**src/rtl/sfb_pkg.sv**
```systemverilog
// ----------------------------------------------------------------------------
// sfb_pkg: shared types and constants for the sample frame builder
// Item kinds passed from the front end to the byte sequencer, queue
// sizing, register map and the byte-wide CRC-32 update.
// ----------------------------------------------------------------------------
`default_nettype none

package sfb_pkg;

    // Configuration register
    localparam int unsigned C_SPF_W       = 13;
    localparam logic [12:0] C_SPF_RESET   = 13'd2490;
    localparam logic [12:0] C_MAX_SAMPLES = 13'd4096;

    // Register map: one 32-bit register, word index taken from paddr[2]
    localparam int unsigned C_PADDR_W = 3;
    localparam logic        C_REG_SPF = 1'b0;

    // CRC-32, reflected
    localparam logic [31:0] C_CRC_POLY = 32'hEDB8_8320;
    localparam logic [31:0] C_CRC_INIT = 32'hFFFF_FFFF;

    // Command queue
    localparam int unsigned C_Q_DEPTH = 4;
    localparam int unsigned C_Q_AW    = $clog2(C_Q_DEPTH);
    localparam int unsigned C_Q_CW    = $clog2(C_Q_DEPTH + 1);

    // Byte indexes within one command
    localparam logic [3:0] C_IDX_MARK_END = 4'd9;   // last marker byte
    localparam logic [3:0] C_IDX_HDR_LAST = 4'd15;  // last header byte
    localparam logic [3:0] C_IDX_SMP_LAST = 4'd1;   // last sample byte
    localparam logic [3:0] C_IDX_CRC_LAST = 4'd5;   // last trailer byte

    typedef enum logic [1:0] {
        KIND_HEADER,
        KIND_SAMPLE,
        KIND_LAST
    } t_kind;

    typedef struct packed {
        t_kind        kind;
        logic [31:0]  timestamp;
        logic [11:0]  encoder_position;
        logic [15:0]  sample;
    } t_cmd;

    typedef struct packed {
        logic full;
        logic empty;
    } t_q_status;

    // One byte through the reflected CRC register
    function automatic logic [31:0] crc_fold_byte(input logic [31:0] c_in,
                                                  input logic [7:0]  b);
        logic [31:0] c;
        c = c_in ^ {24'd0, b};
        for (int k = 0; k < 8; k++) begin
            if (c[0]) begin
                c = (c >> 1) ^ C_CRC_POLY;
            end else begin
                c = c >> 1;
            end
        end
        return c;
    endfunction

endpackage

`default_nettype wire

```
**src/rtl/sfb_in_if.sv**
```systemverilog
// ----------------------------------------------------------------------------
// sfb_in_if: input item channel
// Valid/ready handshake carrying one header or sample item.
// ----------------------------------------------------------------------------
`default_nettype none

interface sfb_in_if;
    logic               valid;
    logic               ready;
    logic               cmd;
    logic [31:0]        timestamp;
    logic [11:0]        encoder_position;
    logic signed [15:0] sample;

    modport source (output valid, cmd, timestamp, encoder_position, sample,
                    input ready);
    modport sink   (input valid, cmd, timestamp, encoder_position, sample,
                    output ready);
endinterface

`default_nettype wire

```
**src/rtl/sfb_out_if.sv**
```systemverilog
// ----------------------------------------------------------------------------
// sfb_out_if: output byte channel
// Valid/ready handshake carrying one frame byte and its end flag.
// ----------------------------------------------------------------------------
`default_nettype none

interface sfb_out_if;
    logic       valid;
    logic       ready;
    logic [7:0] out_byte;
    logic       frame_end;

    modport source (output valid, out_byte, frame_end, input ready);
    modport sink   (input valid, out_byte, frame_end, output ready);
endinterface

`default_nettype wire

```
**src/rtl/sample_frame_builder_crc32.sv**
```systemverilog
// ----------------------------------------------------------------------------
// sample_frame_builder_crc32: framed sample byte stream with CRC-32 trailer
// i_in takes header items (cmd 0) and sample items (cmd 1); o_out gives the
// frame one byte per transaction, frame_end marking the last CRC byte.
// A header emits 16 bytes: marker 00 01 x5, timestamp and position
// big-endian. A sample inside a frame emits 2 bytes; the sample completing
// samples_per_frame also emits 4 CRC bytes. Samples outside a frame are
// dropped without output.
// With the queue empty and the output register free, an accepted item is
// written into the command queue, and its first byte then into the output register.
// Throughput: one output byte per cycle while the receiver is ready, set by
// the byte sequencer. A 4-entry command queue lets input run ahead of the
// byte output, e.g. across the 16 header bytes.
// Reset (synchronous, i_rst_n low): no frame open, queue empty, output
// idle, samples_per_frame back to 2490.
// If the receiver stalls, the current byte holds in the output register,
// the queue fills and i_in.ready drops once four commands are waiting.
// samples_per_frame sits at APB byte address 0; write it only when idle.
// ----------------------------------------------------------------------------
`default_nettype none

module sample_frame_builder_crc32 (
    input  wire                            i_clk,
    input  wire                            i_rst_n,
    input  wire                            psel,
    input  wire                            penable,
    input  wire                            pwrite,
    input  wire  [sfb_pkg::C_PADDR_W-1:0]  paddr,
    input  wire  [31:0]                    pwdata,
    output logic [31:0]                    prdata,
    output logic                           pready,
    sfb_in_if.sink                         i_in,
    sfb_out_if.source                      o_out
);

    logic [12:0]         r_spf;
    logic                w_push;
    logic                w_pop;
    sfb_pkg::t_cmd       w_cmd;
    sfb_pkg::t_cmd       w_head;
    sfb_pkg::t_q_status  w_q_stat;

    // Configuration register
    assign pready = 1'b1;
    assign prdata = (paddr[2] == sfb_pkg::C_REG_SPF) ? {19'd0, r_spf} : 32'd0;

    always_ff @(posedge i_clk) begin
        if (!i_rst_n) begin
            r_spf <= sfb_pkg::C_SPF_RESET;
        end else if (psel && penable && pwrite && paddr[2] == sfb_pkg::C_REG_SPF) begin
            r_spf <= pwdata[12:0];
        end
    end

    // Front end
    sfb_front u_front (
        .i_clk    (i_clk),
        .i_rst_n  (i_rst_n),
        .i_spf    (r_spf),
        .i_in     (i_in),
        .i_q_full (w_q_stat.full),
        .o_push   (w_push),
        .o_cmd    (w_cmd)
    );

    // Command queue
    sfb_fifo u_fifo (
        .i_clk   (i_clk),
        .i_rst_n (i_rst_n),
        .i_push  (w_push),
        .i_cmd   (w_cmd),
        .i_pop   (w_pop),
        .o_head  (w_head),
        .o_stat  (w_q_stat)
    );

    // Byte sequencer
    sfb_back u_back (
        .i_clk    (i_clk),
        .i_rst_n  (i_rst_n),
        .i_head   (w_head),
        .i_q_stat (w_q_stat),
        .o_pop    (w_pop),
        .o_out    (o_out)
    );

`ifndef ASSERT_OFF
    // The sequencer never retires a command the queue does not hold
    a_pop_nonempty: assert property (@(posedge i_clk) disable iff (!i_rst_n)
        w_pop |-> !w_q_stat.empty)
        else $error("command retired from empty queue");

    // The front end never pushes into a full queue
    a_push_space: assert property (@(posedge i_clk) disable iff (!i_rst_n)
        w_push |-> !w_q_stat.full)
        else $error("command pushed into full queue");

    // A closing command that retires loads a frame end byte into the output register
    a_end_on_pop: assert property (@(posedge i_clk) disable iff (!i_rst_n)
        (w_pop && w_head.kind == sfb_pkg::KIND_LAST) |=> (o_out.valid && o_out.frame_end))
        else $error("closing command retired without frame end byte");
`endif

endmodule

`default_nettype wire

```
**src/rtl/sfb_front.sv**
```systemverilog
// ----------------------------------------------------------------------------
// sfb_front: item acceptance and classification
// Tracks the open frame and the sample count, and turns each accepted
// item into a header, sample or frame-closing sample command.
// ----------------------------------------------------------------------------
`default_nettype none

module sfb_front (
    input  wire            i_clk,
    input  wire            i_rst_n,
    input  wire [12:0]     i_spf,
    sfb_in_if.sink         i_in,
    input  wire            i_q_full,
    output logic           o_push,
    output sfb_pkg::t_cmd  o_cmd
);

    logic        r_open;
    logic [12:0] r_seen;
    logic        n_open;
    logic [12:0] n_seen;
    logic [12:0] w_eff;
    logic [12:0] w_seen_inc;
    logic        w_accept;
    logic        w_closes;

    assign i_in.ready = !i_q_full;
    assign w_accept   = i_in.valid && !i_q_full;

    // Effective frame length: zero counts as one, clipped at the maximum
    always_comb begin
        if (i_spf == 13'd0) begin
            w_eff = 13'd1;
        end else if (i_spf > sfb_pkg::C_MAX_SAMPLES) begin
            w_eff = sfb_pkg::C_MAX_SAMPLES;
        end else begin
            w_eff = i_spf;
        end
    end

    assign w_seen_inc = r_seen + 13'd1;
    assign w_closes   = (w_seen_inc >= w_eff);

    // Classify the transaction and update frame state
    always_comb begin
        n_open                 = r_open;
        n_seen                 = r_seen;
        o_push                 = 1'b0;
        o_cmd.kind             = sfb_pkg::KIND_HEADER;
        o_cmd.timestamp        = i_in.timestamp;
        o_cmd.encoder_position = i_in.encoder_position;
        o_cmd.sample           = i_in.sample;
        if (w_accept) begin
            if (!i_in.cmd) begin
                o_push = 1'b1;
                n_open = 1'b1;
                n_seen = 13'd0;
            end else if (r_open) begin
                o_push = 1'b1;
                if (w_closes) begin
                    o_cmd.kind = sfb_pkg::KIND_LAST;
                    n_open     = 1'b0;
                    n_seen     = 13'd0;
                end else begin
                    o_cmd.kind = sfb_pkg::KIND_SAMPLE;
                    n_seen     = w_seen_inc;
                end
            end
        end
    end

    always_ff @(posedge i_clk) begin
        if (!i_rst_n) begin
            r_open <= 1'b0;
            r_seen <= 13'd0;
        end else begin
            r_open <= n_open;
            r_seen <= n_seen;
        end
    end

endmodule

`default_nettype wire

```
**src/rtl/sfb_fifo.sv**
```systemverilog
// ----------------------------------------------------------------------------
// sfb_fifo: command queue between front end and byte sequencer
// Small register queue; the head entry is presented without a pop.
// ----------------------------------------------------------------------------
`default_nettype none

module sfb_fifo (
    input  wire                 i_clk,
    input  wire                 i_rst_n,
    input  wire                 i_push,
    input  sfb_pkg::t_cmd       i_cmd,
    input  wire                 i_pop,
    output sfb_pkg::t_cmd       o_head,
    output sfb_pkg::t_q_status  o_stat
);

    sfb_pkg::t_cmd                   r_mem [sfb_pkg::C_Q_DEPTH];
    logic [sfb_pkg::C_Q_AW-1:0]      r_wr;
    logic [sfb_pkg::C_Q_AW-1:0]      r_rd;
    logic [sfb_pkg::C_Q_CW-1:0]      r_cnt;

    assign o_stat.full  = (r_cnt == sfb_pkg::C_Q_CW'(sfb_pkg::C_Q_DEPTH));
    assign o_stat.empty = (r_cnt == '0);
    assign o_head       = r_mem[r_rd];

    // Storage
    always_ff @(posedge i_clk) begin
        if (i_push) begin
            r_mem[r_wr] <= i_cmd;
        end
    end

    // Pointers and fill count
    always_ff @(posedge i_clk) begin
        if (!i_rst_n) begin
            r_wr  <= '0;
            r_rd  <= '0;
            r_cnt <= '0;
        end else begin
            if (i_push) begin
                r_wr <= r_wr + 1'b1;
            end
            if (i_pop) begin
                r_rd <= r_rd + 1'b1;
            end
            case ({i_push, i_pop})
                2'b10:   r_cnt <= r_cnt + 1'b1;
                2'b01:   r_cnt <= r_cnt - 1'b1;
                default: r_cnt <= r_cnt;
            endcase
        end
    end

endmodule

`default_nettype wire

```
**src/rtl/sfb_back.sv**
```systemverilog
// ----------------------------------------------------------------------------
// sfb_back: byte sequencer with CRC-32
// Walks the head command one byte per cycle into the output register while the
// output slot frees up, folding covered bytes into the CRC and appending the trailer.
// ----------------------------------------------------------------------------
`default_nettype none

module sfb_back (
    input  wire                 i_clk,
    input  wire                 i_rst_n,
    input  sfb_pkg::t_cmd       i_head,
    input  sfb_pkg::t_q_status  i_q_stat,
    output logic                o_pop,
    sfb_out_if.source           o_out
);

    logic [3:0]  r_idx;
    logic [31:0] r_crc;
    logic        r_valid;
    logic [7:0]  r_byte;
    logic        r_end;

    logic        w_emit;
    logic        w_last_idx;
    logic [7:0]  w_byte;
    logic        w_fold;
    logic        w_end;
    logic [31:0] w_fin;

    assign o_out.valid     = r_valid;
    assign o_out.out_byte  = r_byte;
    assign o_out.frame_end = r_end;

    // A byte moves whenever a command waits and the output slot frees up
    assign w_emit = !i_q_stat.empty && (!r_valid || o_out.ready);
    assign w_fin  = ~r_crc;

    // Byte selection per command kind
    always_comb begin
        w_byte     = 8'h00;
        w_fold     = 1'b0;
        w_end      = 1'b0;
        w_last_idx = 1'b0;
        case (i_head.kind)
            sfb_pkg::KIND_HEADER: begin
                w_last_idx = (r_idx == sfb_pkg::C_IDX_HDR_LAST);
                w_fold     = (r_idx > sfb_pkg::C_IDX_MARK_END);
                case (r_idx)
                    4'd10:   w_byte = i_head.timestamp[31:24];
                    4'd11:   w_byte = i_head.timestamp[23:16];
                    4'd12:   w_byte = i_head.timestamp[15:8];
                    4'd13:   w_byte = i_head.timestamp[7:0];
                    4'd14:   w_byte = {4'd0, i_head.encoder_position[11:8]};
                    4'd15:   w_byte = i_head.encoder_position[7:0];
                    default: w_byte = {7'd0, r_idx[0]};  // 00 01 marker
                endcase
            end
            default: begin
                if (i_head.kind == sfb_pkg::KIND_LAST) begin
                    w_last_idx = (r_idx == sfb_pkg::C_IDX_CRC_LAST);
                    w_end      = (r_idx == sfb_pkg::C_IDX_CRC_LAST);
                end else begin
                    w_last_idx = (r_idx == sfb_pkg::C_IDX_SMP_LAST);
                end
                w_fold = (r_idx <= sfb_pkg::C_IDX_SMP_LAST);
                case (r_idx)
                    4'd0:    w_byte = i_head.sample[15:8];
                    4'd1:    w_byte = i_head.sample[7:0];
                    4'd2:    w_byte = w_fin[31:24];
                    4'd3:    w_byte = w_fin[23:16];
                    4'd4:    w_byte = w_fin[15:8];
                    default: w_byte = w_fin[7:0];
                endcase
            end
        endcase
    end

    assign o_pop = w_emit && w_last_idx;

    // Byte index and CRC register
    always_ff @(posedge i_clk) begin
        if (!i_rst_n) begin
            r_idx <= 4'd0;
            r_crc <= sfb_pkg::C_CRC_INIT;
        end else if (w_emit) begin
            r_idx <= w_last_idx ? 4'd0 : r_idx + 4'd1;
            if (i_head.kind == sfb_pkg::KIND_HEADER && r_idx == 4'd0) begin
                r_crc <= sfb_pkg::C_CRC_INIT;
            end else if (w_fold) begin
                r_crc <= sfb_pkg::crc_fold_byte(r_crc, w_byte);
            end else if (w_end) begin
                r_crc <= sfb_pkg::C_CRC_INIT;
            end
        end
    end

    // Output register
    always_ff @(posedge i_clk) begin
        if (!i_rst_n) begin
            r_valid <= 1'b0;
        end else if (w_emit) begin
            r_valid <= 1'b1;
        end else if (o_out.ready) begin
            r_valid <= 1'b0;
        end
    end

    always_ff @(posedge i_clk) begin
        if (w_emit) begin
            r_byte <= w_byte;
            r_end  <= w_end;
        end
    end

endmodule

`default_nettype wire
```
**src/flat_wrapper.sv**
```systemverilog
// flat-port wrapper written by rule: the top's interface ports become plain ports
module sample_frame_builder_crc32_flat 
  (i_clk, i_rst_n, psel, penable, pwrite, paddr, pwdata, prdata, pready, i_in_valid, i_in_cmd, i_in_timestamp, i_in_encoder_position, i_in_sample, i_in_ready, o_out_valid, o_out_out_byte, o_out_frame_end, o_out_ready);
  sfb_in_if i_in_i ();
  sfb_out_if o_out_i ();
  input  wire i_clk;
  input  wire i_rst_n;
  input  wire psel;
  input  wire penable;
  input  wire pwrite;
  input  wire  [sfb_pkg::C_PADDR_W-1:0] paddr;
  input  wire  [31:0] pwdata;
  output logic [31:0] prdata;
  output logic pready;
  input wire logic [$bits(i_in_i.valid)-1:0] i_in_valid;
  input wire logic [$bits(i_in_i.cmd)-1:0] i_in_cmd;
  input wire logic [$bits(i_in_i.timestamp)-1:0] i_in_timestamp;
  input wire logic [$bits(i_in_i.encoder_position)-1:0] i_in_encoder_position;
  input wire logic [$bits(i_in_i.sample)-1:0] i_in_sample;
  output wire logic [$bits(i_in_i.ready)-1:0] i_in_ready;
  output wire logic [$bits(o_out_i.valid)-1:0] o_out_valid;
  output wire logic [$bits(o_out_i.out_byte)-1:0] o_out_out_byte;
  output wire logic [$bits(o_out_i.frame_end)-1:0] o_out_frame_end;
  input wire logic [$bits(o_out_i.ready)-1:0] o_out_ready;
  assign i_in_i.valid = i_in_valid;
  assign i_in_i.cmd = i_in_cmd;
  assign i_in_i.timestamp = i_in_timestamp;
  assign i_in_i.encoder_position = i_in_encoder_position;
  assign i_in_i.sample = i_in_sample;
  assign i_in_ready = i_in_i.ready;
  assign o_out_valid = o_out_i.valid;
  assign o_out_out_byte = o_out_i.out_byte;
  assign o_out_frame_end = o_out_i.frame_end;
  assign o_out_i.ready = o_out_ready;
  sample_frame_builder_crc32 u_core (.i_clk(i_clk), .i_rst_n(i_rst_n), .psel(psel), .penable(penable), .pwrite(pwrite), .paddr(paddr), .pwdata(pwdata), .prdata(prdata), .pready(pready), .i_in(i_in_i), .o_out(o_out_i));
endmodule
```
**config.mk**
```make
export PLATFORM = sky130hd
export DESIGN_NAME = sample_frame_builder_crc32_flat
export DESIGN_NICKNAME = d
export VERILOG_FILES = /design/src/rtl/sfb_pkg.sv /design/src/rtl/sfb_in_if.sv /design/src/rtl/sfb_out_if.sv /design/src/rtl/sample_frame_builder_crc32.sv /design/src/rtl/sfb_front.sv /design/src/rtl/sfb_fifo.sv /design/src/rtl/sfb_back.sv /design/src/flat_wrapper.sv
export SDC_FILE = /design/constraint.sdc
export NUM_CORES = 1
export LEC_CHECK = 0
export BUFFER_PORTS_ARGS = -buffer_cell sky130_fd_sc_hd__buf_4
export CAP_MARGIN = 15
export CORE_MARGIN = 3
export CORE_UTILIZATION = 40
export CTS_BUF_LIST = sky130_fd_sc_hd__clkbuf_8
export DETAILED_ROUTE_END_ITERATION = 8
export GPL_ROUTABILITY_DRIVEN = 0
export PLACE_DENSITY = 0.71
export SETUP_SLACK_MARGIN = 0.4
export SLEW_MARGIN = 25
export SYNTH_ARGS = -nofsm -noshare
export SYNTH_HDL_FRONTEND = slang
export SYNTH_SLANG_ARGS = --single-unit
export TNS_END_PERCENT = 20
```
**constraint.sdc**
```tcl
create_clock -name i_clk -period 4.3 [get_ports i_clk]
set_input_delay 0.86 -clock i_clk [delete_from_list [all_inputs] [get_ports i_clk]]
set_output_delay 0.86 -clock i_clk [all_outputs]
set_load 0.01 [all_outputs]
```
**Word-level counts from Yosys, hierarchy flattened**

Memories as Yosys holds them, arrays and structs flattened. A register that Yosys moved wholly into a read port is not among the register bits.
Cells that the tools add are included.

- RAM bits: 248
- Memories: 1
- Register bits after elaboration: 80
- Logic and storage cells: 140

Memories:

| name | depth | bits a word | rd ports | clocked after memory_dff | write ports | line | RTL |
|---|---|---|---|---|---|---|---|
| u_core.u_fifo.r_mem | 4 | 62 | 1 | 1 | 1 | sfb_fifo.sv:17 | `sfb_pkg::t_cmd r_mem [sfb_pkg::C_Q_DEPTH];` |

- $add $sub $neg: 6
- Multiplexer cells: 71
- Bitwise gates (word level): 11
- Equal/unequal tests: 16
- Reduce and logical (&&, ||, !) cells: 20
- $lt $le $gt $ge: 4

Operators by type and width:

| operator | count |
|---|---|
| two-way mux 32 bit | 39 |
| NOT 13 -> 14 bit | 8 |
| two-way mux 13 bit | 6 |
| one-hot mux 8 bit (6 select lines) | 1 |
| one-hot mux 8 bit (5 select lines) | 1 |
| NOT 32 bit | 1 |
| XOR 32 x 8 -> 32 bit | 1 |
| equality test 4 bit, second input constant | 6 |
| two-way mux 1 bit | 15 |
| adder 13 x 1 -> 13 bit, second input constant | 1 |
| >= comparator 13 bit | 1 |
| > comparator 13 bit, second input constant | 1 |
| logical NOT 13 bit | 1 |
| two-way mux 2 bit | 6 |
| equality test 4 x 2 -> 1 bit, second input constant | 2 |
| equality test 4 x 3 -> 1 bit, second input constant | 2 |
| two-way mux 8 bit | 1 |
| logical AND 1 bit | 7 |
| one-hot mux 3 bit (2 select lines) | 1 |
| adder 2 x 1 -> 2 bit, second input constant | 2 |
| adder 4 x 1 -> 4 bit, second input constant | 1 |
| equality test 2 bit, second input constant | 2 |
| equality test 4 x 1 -> 1 bit, second input constant | 1 |
| > comparator 4 bit, second input constant | 1 |
| other kinds (16) | 20 |

**Depth between registers and ports, before layout**

Gate-level depths: netlist of run 1.

- Depth after elaboration: 50
- Gate-level depth with buffers: 15

**Modules after synthesis**

From an unflattened synthesis of run 1, not the netlist that was laid out.

- Cell total of the unflattened synthesis: 1044
- Area, all modules: 15441.1 um^2

By module, submodules not included:

| module | cells each | area an instance (um^2) | sequential area each (um^2) | instances |
|---|---|---|---|---|
| sfb_fifo | 370 | 9466.6 | 7627.3 | 1 |
| sfb_back | 382 | 3584.7 | 1011.0 | 1 |
| sfb_front | 199 | 1567.8 | 280.3 | 1 |
| sample_frame_builder_crc32 | 93 | 822.0 | 260.2 | 1 |

**Least setup slack after synthesis of run 1**

No wires, ideal clock.

- Kind: in2reg
- Start: input i_in_valid
- End: memory u_core.u_fifo.r_mem[0][0] (netlist bit) (enable)
- Setup slack: -0.124 ns
- Data required time: 3.818 ns
- Arrival time: 3.941 ns
- Stages: 4
- Cell sequence: and2_1 -> o21ai_0 -> clkbuf_1 -> nor2_1

- Cells in the longest elaborated chain, start to end: 4

Ends and longest elaborated chain:

| element | line | RTL |
|---|---|---|
| start, declared | flat_wrapper.sv:15 | `input wire logic [$bits(i_in_i.valid)-1:0] i_in_valid;` |
| logical AND 1 bit | sfb_front.sv:28 | `assign w_accept = i_in.valid && !i_q_full;` |
| two-way mux 1 bit | sfb_front.sv:53 | `if (w_accept) begin` |
| two-way mux 1 bit | sfb_fifo.sv:28 | `if (i_push) begin` |
| two-way mux 1 bit (not written as such) | sfb_fifo.sv:29 | `r_mem[r_wr] <= i_cmd;` |
| end, declared | sfb_fifo.sv:17 |  |

Every way passes these cells.

==> impl_results.md, run 1 <==
- Peak VDD IR: 0.0003187 V
- Post-synth top area cell: edfxtp_1
- Clock sink total: 330
- Clock slew at reported path FFs: 0.06 ns
- Critical path launch point type: register
- Largest net degree at the start of global routing: 63
- Critical Path End Type: register
- Via count: 9313
- Fillers: 3150
- RSZ-0062 raised after global routing: yes
- Final setup fails: 0
- Wire per inst: 19.74 µm
- Vias per cell: 5.475
- Cell area after synthesis: 14870 µm²
- Slew Limit Fails: 0
- Initial DRC Count: 836
- TritonCTS clock tree: built
- Vias in the first global route: 9311
- Worst Skew: 0.03152 ns
- Synth Flop Type: edfxtp_1
- Mean Syn Cell Area: 14.18 µm²
- Worst path required time: 4.77 ns
- Crit path DAT: 4.18 ns
- H-tree levels: 2
- TritonRoute pass-1 iters: 5
- Post-synth ARST share: 0
- Pleak: 6.022 nW
- Fin nets: 1324
- Final Hold Fails: 0
- Die ar.: 39530 µm²
- Ratio of cells with drive above 1 in the final layout: 0.2405
- GR Util All Layers: 0.1671
- Die Height: 198.8 µm
- PwrDens: 517.5 nW/µm²
- # IOs: 147
- Max-Slew Margin vs Limit: 0.5145
- Gr ovfl total: 0
- Run status: completed
- Synth cell count leaders: 257 x edfxtp_1, 84 x nand2_1, 73 x dfxtp_1, 59 x xnor2_1
- DRC: 0
- P&R area growth vs syn: 16.82%
- Final Core Density: 0.4815
- Crit-path cells: buf_16, mux4_2, a2111oi_0, a2bb2oi_1, nand2_1, a21oi_1, a31oi_4, xnor2_2, xnor2_1, xnor2_1, o22a_1
- HPWL after DPL: 21740 µm
- Largest cells by area after synthesis: edfxtp_1 52%, dfxtp_1 9.8%, mux4_2 6.1%, xnor2_1 3.5%, mux2i_1 2.7%
- Worst-skew pair later-pin latency: 0.60 ns
- Synth top area share: 0.5189
- Period Utilization, post-route: 0.8639
- Post-route ant nets: 0
- Hold_sp: i_in_timestamp[26]
- Global-route wire length before repair: 51440 µm
- Post-Place Cells: 1595
- Cts hold-fix bufs: 0
- Initial antenna violation count: 2
- # rows: 69
- Max_cap viols: 0
- Most numerous cell in the Yosys netlist: edfxtp_1
- Cell mode on critical path: xnor2_1
- Number of synthesized flops with an enable pin: 257
- Worst path slowest cell: dfxtp_4
- Critical path class: reg2reg
- Maximum clock insertion buffer count: 3
- Non-filler cells, final: 1701
- Fmax: 0.2692 GHz
- Hold Crit Class: in2reg
- Post-synthesis sequential area ratio: 0.6171
- Cells after synthesis: 1049
- Total chip power: 8.990 mW
- Total Wirelength: 33590 µm
- CTS buffer count: 55
- Slowest stage delay, CP: 0.56 ns
- Die Width: 198.8 µm
- Cell variety after synth: 86
- Number of synthesized register bits: 330
- Clock root buffer: clkbuf_8
- Worst slew pin tran: 0.7273 ns
- Port Buffers: 105
- Area of the core: 36090 µm²
- Syn. warnings: 0
- Initial Util: 0.4121
- CP max FO: 26
- R2r setup slk: 0.59 ns
- Min cycle time layout: 3.715 ns
## worst max-delay path, delay by kind of cell, from the launching register on
family,cells,cell delay [ns]
AO/OA/AOI/OAI,5,1.27
XOR/XNOR,3,0.82
flip-flops,1,0.56
multiplexers,1,0.52
buffers and inverters,1,0.27
AND/OR/NAND/NOR,1,0.10
## path summary, 6_finish.rpt
kind / to / depth (start not counted)
worst max-delay path: u_core.u_back.r_crc[18]$_SDFFE_PN1P_ / 11
worst min-delay path: u_core.u_fifo.r_mem[1][54]$_DFFE_PP_ / 1
worst max register to register: u_core.u_back.r_crc[18]$_SDFFE_PN1P_ / 11
worst min register to register: u_core.r_spf[0]$_SDFFE_PN0P_ / 2
## power by group
group	leakage (nW)	switching (mW)	internal [mW]
sequential	2.95	0.170	3.69
clock	0.571	1.23	1.26
combinational	2.50	1.41	1.23
total	6.02	2.81	6.18
## cells in the final DEF (no fill, tap or decap), types with 18 or more instances in the layout
cell type  count
o21ai_0       24
o22ai_1       23
xnor2_1       59
nand3_1       26
clkbuf_8      55
xor2_1        18
conb_1        20
inv_1         41
nor2_1        27
nand2_1       84
edfxtp_1     257
nor2b_1       31
ha_1          22
buf_4        135
mux2i_1       40
dfxtp_1       70
mux4_2        40
## stage by stage
stage               hold slack, ns  instance area, µm²  setup TNS [ns]  setup slack (ns)
global route                0.4169               17370               0            0.3617
global placement            0.4708               16260               0            0.4978
detailed placement          0.4819               16260               0            0.4630
finish                      0.4557               17370               0            0.5851
floorplan                   0.4515               14940          -30.67           -0.1237
CTS                         0.4114               17240               0            0.4361
## routing by layer
layer | wire [µm] | track usage | up-vias
met5 | 20 | 0 | -
met2 | 15650 | 0.2687 | 353
li1 | - | - | 4284
met4 | 899 | 0.05700 | 2
met3 | 2431 | 0.03201 | 78
met1 | 14580 | 0.2293 | 4596
## repair_timing
item,4_1_cts,5_1_grt
gates resized for setup,0,15
setup buffers,0,4
endpoints found under the setup margin,0,23
## state kept, by name (all words and copies together), names as in the netlist, 2 cells and up, named ones only
register,count
u_core.u_fifo.r_wr,2
u_core.r_spf,13
u_core.u_back.r_idx,4
u_core.u_fifo.r_mem,248
u_core.u_back.o_out.out_byte,8
u_core.u_front.r_seen,13
u_core.u_fifo.r_rd,2
u_core.u_fifo.r_cnt,3
u_core.u_back.r_crc,32
## cells by family (layout without fill, tap and decap cells)
logic type / count (synthesis) / in the layout / synth area share
xor+xnor: 83 / 83 / 0.05216
compound gates: 179 / 179 / 0.09481
buf+inv: 99 / 271 / 0.03491
fa+ha+maj: 25 / 25 / 0.02154
flops: 330 / 330 / 0.6171
simple gates: 243 / 243 / 0.08320
mux: 88 / 88 / 0.09573
other cells: 2 / 21 / 0.0005049
## layout make-up
| type | instances | area [µm²] | share of cell area |
|---|---|---|---|
| well taps | 461 | 576.8 | 0.03320 |
| inverters | 29 | 116.4 | 0.006697 |
| clock buffers | 55 | 757.0 | 0.04357 |
| diodes | 1 | 2.502 | 0.0001440 |
| clock inverters | 45 | 231.5 | 0.01332 |
| repair buffers | 142 | 1166 | 0.06712 |
| flip-flops and latches | 330 | 9188 | 0.5288 |
| multi-input cells | 638 | 5336 | 0.3071 |
Note: power is estimated with default switching activity, not from simulation.
==> inputs of run 2 (changes only) <==
Settings changed: PLACE_DENSITY 0.71 to 0.69.
Clock period 4.3 ns to 4.4 ns, I/O delays scaled along.
==> run 2 against run 1 <==
Worst hold slack better by 0.015 ns. Clock power grew 2%. Flip-flop and latch count is the same. Power is 1.3% lower. Sequential share of layout area increased by 0.18 points. Fmax decreased by 1.4%. Clock skew shrank 0.011 ns. Clock-buffer cell count fell by 1. Register-to-register slack gained 0.05 ns. Setup slack better by 0.049 ns. First-iteration DRC count fell by 29%. Critical path type unchanged. Largest cell class unchanged.
==> impl_results.md, run 2 (synthesis gave the netlist of run 1 again) <==
- Final setup fails: 0 (unchanged)
- Post-Place Cells: 1591 (-0.25%)
- Initial antenna violation count: 1 (-1)
- Min cycle time layout: 3.766 ns (+0.05146 ns)
- # IOs: 147 (unchanged)
- Worst Skew: 0.02074 ns (-0.01078 ns)
- WHS Endpoint: u_core.u_fifo.r_mem[0][35]$_DFFE_PP_
- Critical Path End Type: register
- Initial DRC Count: 597 (-29%)
- P&R area growth vs syn: 16.40%
- Hold_ws: 0.4705 ns (+0.01478 ns)
- DRC: 0 (unchanged)
- H-tree levels: 2 (unchanged)
- Largest regs: u_core.u_fifo.r_mem (248), u_core.u_back.r_crc (32)
- Gr ovfl total: 0 (unchanged)
- Maximum clock insertion buffer count: 3 (unchanged)
- Die ar.: 39530 µm² (unchanged)
- CTS buffer count: 54 (-1.8%)
- Total Wirelength: 33410 µm (-0.52%)
- Die Width: 198.8 µm (unchanged)
- Worst path required time: 4.88 ns (+0.11 ns)
- R2R Path Start: u_core.u_back.r_idx[0]$_SDFFE_PN0P_
- Vias per cell: 5.382 (-1.7%)
- HPWL after DPL: 21820 µm (+0.35%)
- Clock root buffer: clkbuf_8
- Port Buffers: 105 (unchanged)
- Worst path slowest cell: a311oi_4
- Crit path DAT: 4.24 ns (+0.06 ns)
- Vias in the first global route: 9034 (-3.0%)
- Slowest stage delay, CP: 0.55 ns (about the same)
- Worst-skew pair later-pin latency: 0.60 ns (about the same)
- Clock sink total: 330 (unchanged)
- CP top delay family: compound AO/OA/AOI/OAI gates
- Global-route wire length before repair: 51720 µm (+0.55%)
- Period Utilization, post-route: 0.8560 (-0.007940)
- Post-route ant nets: 0 (unchanged)
- Pleak: 5.986 nW (-0.60%)
- CP Buf/Inv Count: 2 (+1)
- Worst r2r dst: u_core.u_back.r_crc[19]$_SDFFE_PN1P_
- Fmax: 0.2655 GHz (-1.4%)
- Total chip power: 8.878 mW (-1.3%)
- Max-Slew Margin vs Limit: 0.5017 (-0.01277)
- Reg2reg path depth: 11 (unchanged)
- Crit-path cells: inv_1, ha_1, clkinv_1, o221ai_1, a32oi_1, a211o_1, a311oi_4, xor2_4, or4_1, a31oi_1, nor3_2
- Max FFs per register: 248 (unchanged)
- Worst slew pin tran: 0.7456 ns (+0.01835 ns)
- Most frequent cells in the layout: 257 x edfxtp_1, 127 x buf_4, 84 x nand2_1
- GR Util All Layers: 0.1687 (+0.001625)
- Most flop-heavy register: u_core.u_fifo.r_mem
- Dpl cell area: 16230 µm² (-0.18%)
- Largest net degree at the start of global routing: 63 (unchanged)
- Run status: completed
- Ratio of cells with drive above 1 in the final layout: 0.2298 (-0.01069)
- Final Hold Fails: 0 (unchanged)
- Slew Limit Fails: 0 (unchanged)
- R2r setup slk: 0.63 ns (+0.05 ns)
- Wire per inst: 19.79 µm (+0.24%)
- Critical path class: reg2reg
- Non-filler cells, final: 1688 (-0.76%)
- TritonCTS clock tree: built
- Hold_sp: i_in_timestamp[7]
- Cts hold-fix bufs: 0 (unchanged)
- Final Core Density: 0.4797 (-0.001734)
- Final instance area: 17310 µm² (-0.36%)
- PwrDens: 512.8 nW/µm² (-0.90%)
- Worst hold path cell count: 1 (unchanged)
- Peak VDD IR: 0.0002878 V (-9.7%)
- Fin nets: 1315 (-0.68%)
- Commonest non-fill, non-tap cell in the layout: edfxtp_1
- Hold Crit Class: in2reg
- Max_cap viols: 0 (unchanged)
- Die Height: 198.8 µm (unchanged)
- Area of the core: 36090 µm² (unchanged)
- Initial Util: 0.4121 (unchanged)
- TritonRoute pass-1 iters: 5 (unchanged)
- CP max FO: 9 (-65%)
- Clock slew at reported path FFs: 0.06 ns (about the same)
- Via count: 9084 (-2.5%)
- # rows: 69 (unchanged)
- Critical path launch point type: register
- RSZ-0062 raised after global routing: yes
- ANT cells: 0 (-1)
[run 2: routing by layer]
layer / routed length (µm) / track usage
met1: 14680 / 0.2345
met4: 755 / 0.04607
met3: 2318 / 0.03371
met5: 13 / 0
met2: 15640 / 0.2726
[run 2: layout make-up]
type | instances | area (µm²)
timing repair buffer | 134 | 1094
clock buffer | 54 | 743.2
multi-input combinational | 638 | 5329
clock inverter | 42 | 270.3
inverter | 29 | 112.6
tap | 461 | 576.8
fill | 3122 | 18780
sequential | 330 | 9186
[run 2: worst max path at each step]
stage | startpoint | endpoint | depth (start not counted)
floorplan | i_in_valid | u_core.u_fifo.r_mem[0][0]$_DFFE_PP_ | 4
global placement | u_core.u_back.r_idx[0]$_SDFFE_PN0P_ | u_core.u_back.r_crc[19]$_SDFFE_PN1P_ | 12
detailed placement | u_core.u_back.r_idx[0]$_SDFFE_PN0P_ | u_core.u_back.r_crc[19]$_SDFFE_PN1P_ | 12
CTS | u_core.u_back.r_idx[0]$_SDFFE_PN0P_ | u_core.u_back.r_crc[19]$_SDFFE_PN1P_ | 12
global route | u_core.u_back.r_idx[0]$_SDFFE_PN0P_ | u_core.u_back.r_crc[23]$_SDFFE_PN1P_ | 12
finish | u_core.u_back.r_idx[0]$_SDFFE_PN0P_ | u_core.u_back.r_crc[19]$_SDFFE_PN1P_ | 11
[run 2: repair_timing]
action | in CTS | in global routing
setup buffers | 0 | 1
hold endpoints to repair | 0 | 0
gates resized for setup | 0 | 11
setup endpoints to repair | 0 | 13
[run 2: per-stage QoR]
stage               worst slack (ns)  TNS (ns)
floorplan                   -0.04368    -10.83
global placement              0.6277         0
detailed placement            0.5030         0
CTS                           0.4446         0
global route                  0.3883         0
finish                        0.6337         0
[run 2: report_power, final]
part           switching (mW)  internal, mW  total (mW)
sequential              0.171          3.60        3.78
clock                    1.22          1.33        2.54
combinational            1.36          1.20        2.56
total                    2.75          6.13        8.88
==> inputs of run 3 (changes only) <==
Settings changed: REMOVE_ABC_BUFFERS set to 1.
==> run 3 against run 2 <==
Global-route usage grew 0.37 points. Non-clock buffer count rose by 16. Critical path depth is the same. Setup slack lost 0.023 ns. Design area is 0.48% higher. Worst hold slack lost 0.010 ns. First-iteration DRC count is 20% higher.
==> impl_results.md, run 3 (synthesis gave the netlist of run 1 again) <==
- Fmax: 0.2639 GHz (-0.59%)
- Critical path launch point type: register
- Min cycle time layout: 3.789 ns (+0.02251 ns)
- Initial antenna violation count: 0 (-1)
- TritonCTS clock tree: built
- DRC: 0 (unchanged)
- Int Power: 6.045 mW (-1.3%)
- Ratio of cells with drive above 1 in the final layout: 0.2394 (+0.009563)
- Critical path class: reg2reg
- Power share of the sequential group: 0.426 (about the same)
- Die ar.: 39530 µm² (unchanged)
- Clock root buffer: clkbuf_8
- Die Width: 198.8 µm (unchanged)
- Post-route ant nets: 0 (unchanged)
- Most frequent cells in the layout: 257 x edfxtp_1, 144 x buf_4, 84 x nand2_1
- R2r setup slk: 0.61 ns (-0.02 ns)
- P&R area growth vs syn: 16.96%
- H-tree levels: 2 (unchanged)
- Worst Skew: 0.03967 ns (+0.01893 ns)
- GR Util All Layers: 0.1725 (+0.003713)
- Max_cap viols: 0 (unchanged)
- Worst slew pin tran: 0.7283 ns (-0.01732 ns)
- Vias in the first global route: 9491 (+5.1%)
- Final Hold Fails: 0 (unchanged)
- Max-Slew Margin vs Limit: 0.5145 (+0.01275)
- Pleak: 6.059 nW (+1.2%)
- Worst-skew pair later-pin latency: 0.62 ns (+0.02 ns)
- Critical Path End Type: register
- Post-Place Cells: 1606 (+0.94%)
- Initial Util: 0.4121 (unchanged)
- Most flop-heavy register: u_core.u_fifo.r_mem
- Global-route wire length before repair: 52990 µm (+2.4%)
- Largest regs: u_core.u_fifo.r_mem (248), u_core.u_back.r_crc (32)
- Final setup fails: 0 (unchanged)
- Port Buffers: 105 (unchanged)
- PwrDens: 506.3 nW/µm² (-1.3%)
- HPWL after DPL: 22780 µm (+4.4%)
- Via count: 9335 (+2.8%)
- Hold_ws: 0.4602 ns (-0.01029 ns)
- Sw frac: 0.3136 (+0.003766)
- Vias per cell: 5.456 (+1.4%)
- Clk pwr share: 0.280 (-0.006)
- Gate power share: 0.293 (+0.005)
- Area of the core: 36090 µm² (unchanged)
- CTS buffer count: 54 (unchanged)
- Post-Place Worst Slack: 0.3982 ns (-0.1048 ns)
- P_sw: 2.763 mW (+0.42%)
- RSZ-0062 raised after global routing: yes
- Crit path DAT: 4.28 ns (+0.04 ns)
- Run status: completed
- Maximum clock insertion buffer count: 3 (unchanged)
- Gr ovfl total: 0 (unchanged)
- Die Height: 198.8 µm (unchanged)
- Non-filler cells, final: 1711 (+1.4%)
- Total Wirelength: 34210 µm (+2.4%)
- Fin nets: 1331 (+1.2%)
- Hold_sp: i_in_timestamp[1]
- Final Core Density: 0.4820 (+0.002323)
- Largest net degree at the start of global routing: 63 (unchanged)
- Hold Crit Class: in2reg
- Worst path required time: 4.89 ns (about the same)
- TritonRoute pass-1 iters: 5 (unchanged)
- Commonest non-fill, non-tap cell in the layout: edfxtp_1
- # IOs: 147 (unchanged)
- Final worst-path setup slack: 0.6112 ns (-0.02251 ns)
- Max FFs per register: 248 (unchanged)
- Clock sink total: 330 (unchanged)
- Peak VDD IR: 0.0002798 V (-2.8%)
- Initial DRC Count: 717 (+20%)
- # rows: 69 (unchanged)
- Period Utilization, post-route: 0.8611 (+0.005116)
- Wire per inst: 20.00 µm (+1.0%)
- Clock slew at reported path FFs: 0.06 ns (about the same)
- Fillers: 3168 (+1.5%)
- Slew Limit Fails: 0 (unchanged)
- CP max FO: 36 (+27)
## run 3: cell count changes in the layout (fill, tap and decap cells not counted), sizes merged
cell / delta
buf: +16
clkinv: +7
bufinv: -2
clkbuf: +1
diode: +1
## run 3: final timing paths
kind,end,cells after the start
worst max-delay path,u_core.u_back.r_crc[24]$_SDFFE_PN1P_,11
worst min-delay path,u_core.u_fifo.r_mem[1][29]$_DFFE_PP_,1
worst max register to register,u_core.u_back.r_crc[24]$_SDFFE_PN1P_,11
worst min register to register,u_core.r_spf[12]$_SDFFE_PN0P_,2
## run 3: cell type report
type                            instances  area [µm²]  area share
Antenna cell                            1       2.502   0.0001439
Timing Repair Buffer                  150        1201     0.06905
Inverter                               29       108.9    0.006258
Clock buffer                           55       757.0     0.04352
Tap cell                              461       576.8     0.03316
Clock inverter                         47       240.2     0.01381
Multi-Input combinational cell        638        5323      0.3060
Sequential cell                       330        9186      0.5281
## run 3: metrics by stage
stage,power [mW],area [µm²],setup TNS [ns]
5_1_grt,9.276,17390,0
4_1_cts,8.832,17350,0
3_5_place_dp,6.306,16330,0
3_3_place_gp,6.265,16330,0
2_1_floorplan,5.615,14530,-140.93
6_report,8.808,17400,0
## run 3: power groups by stage
| stage | registers (mW) | clock network [mW] | logic [mW] |
|---|---|---|---|
| 2_1_floorplan | 3.81 | 0 | 1.81 |
| 3_3_place_gp | 3.81 | 0 | 2.46 |
| 3_5_place_dp | 3.82 | 0 | 2.49 |
| 4_1_cts | 3.75 | 2.54 | 2.54 |
| 5_1_grt | 3.78 | 2.68 | 2.81 |
| 6_report | 3.76 | 2.47 | 2.58 |
## run 3: layer usage
layer,GRT usage,vias to the layer above,share of wire
met2,0.2759,323,0.47
met5,0,-,0
met4,0.05336,0,0.018
li1,-,4308,-
met3,0.04014,50,0.074
met1,0.2356,4654,0.44
## run 3: worst max-delay path, cell delays in order, from the launching register on
cell and delay, ns:
dfxtp_4 0.53, buf_12 0.32, mux4_2 0.59, a2111oi_0 0.41, a2bb2oi_1 0.33, nand2_1 0.08, a21oi_1 0.29, a31oi_4 0.13
xnor2_2 0.41, xnor2_1 0.23, xor2_1 0.18, o22a_1 0.16
## run 3: what timing repair did
item | CTS | global route
gates resized for setup | 0 | 6
hold buffers | 0 | 0
pin swaps | 1 | 0
endpoints found under the setup margin | 1 | 12
setup buffers | 2 | 0
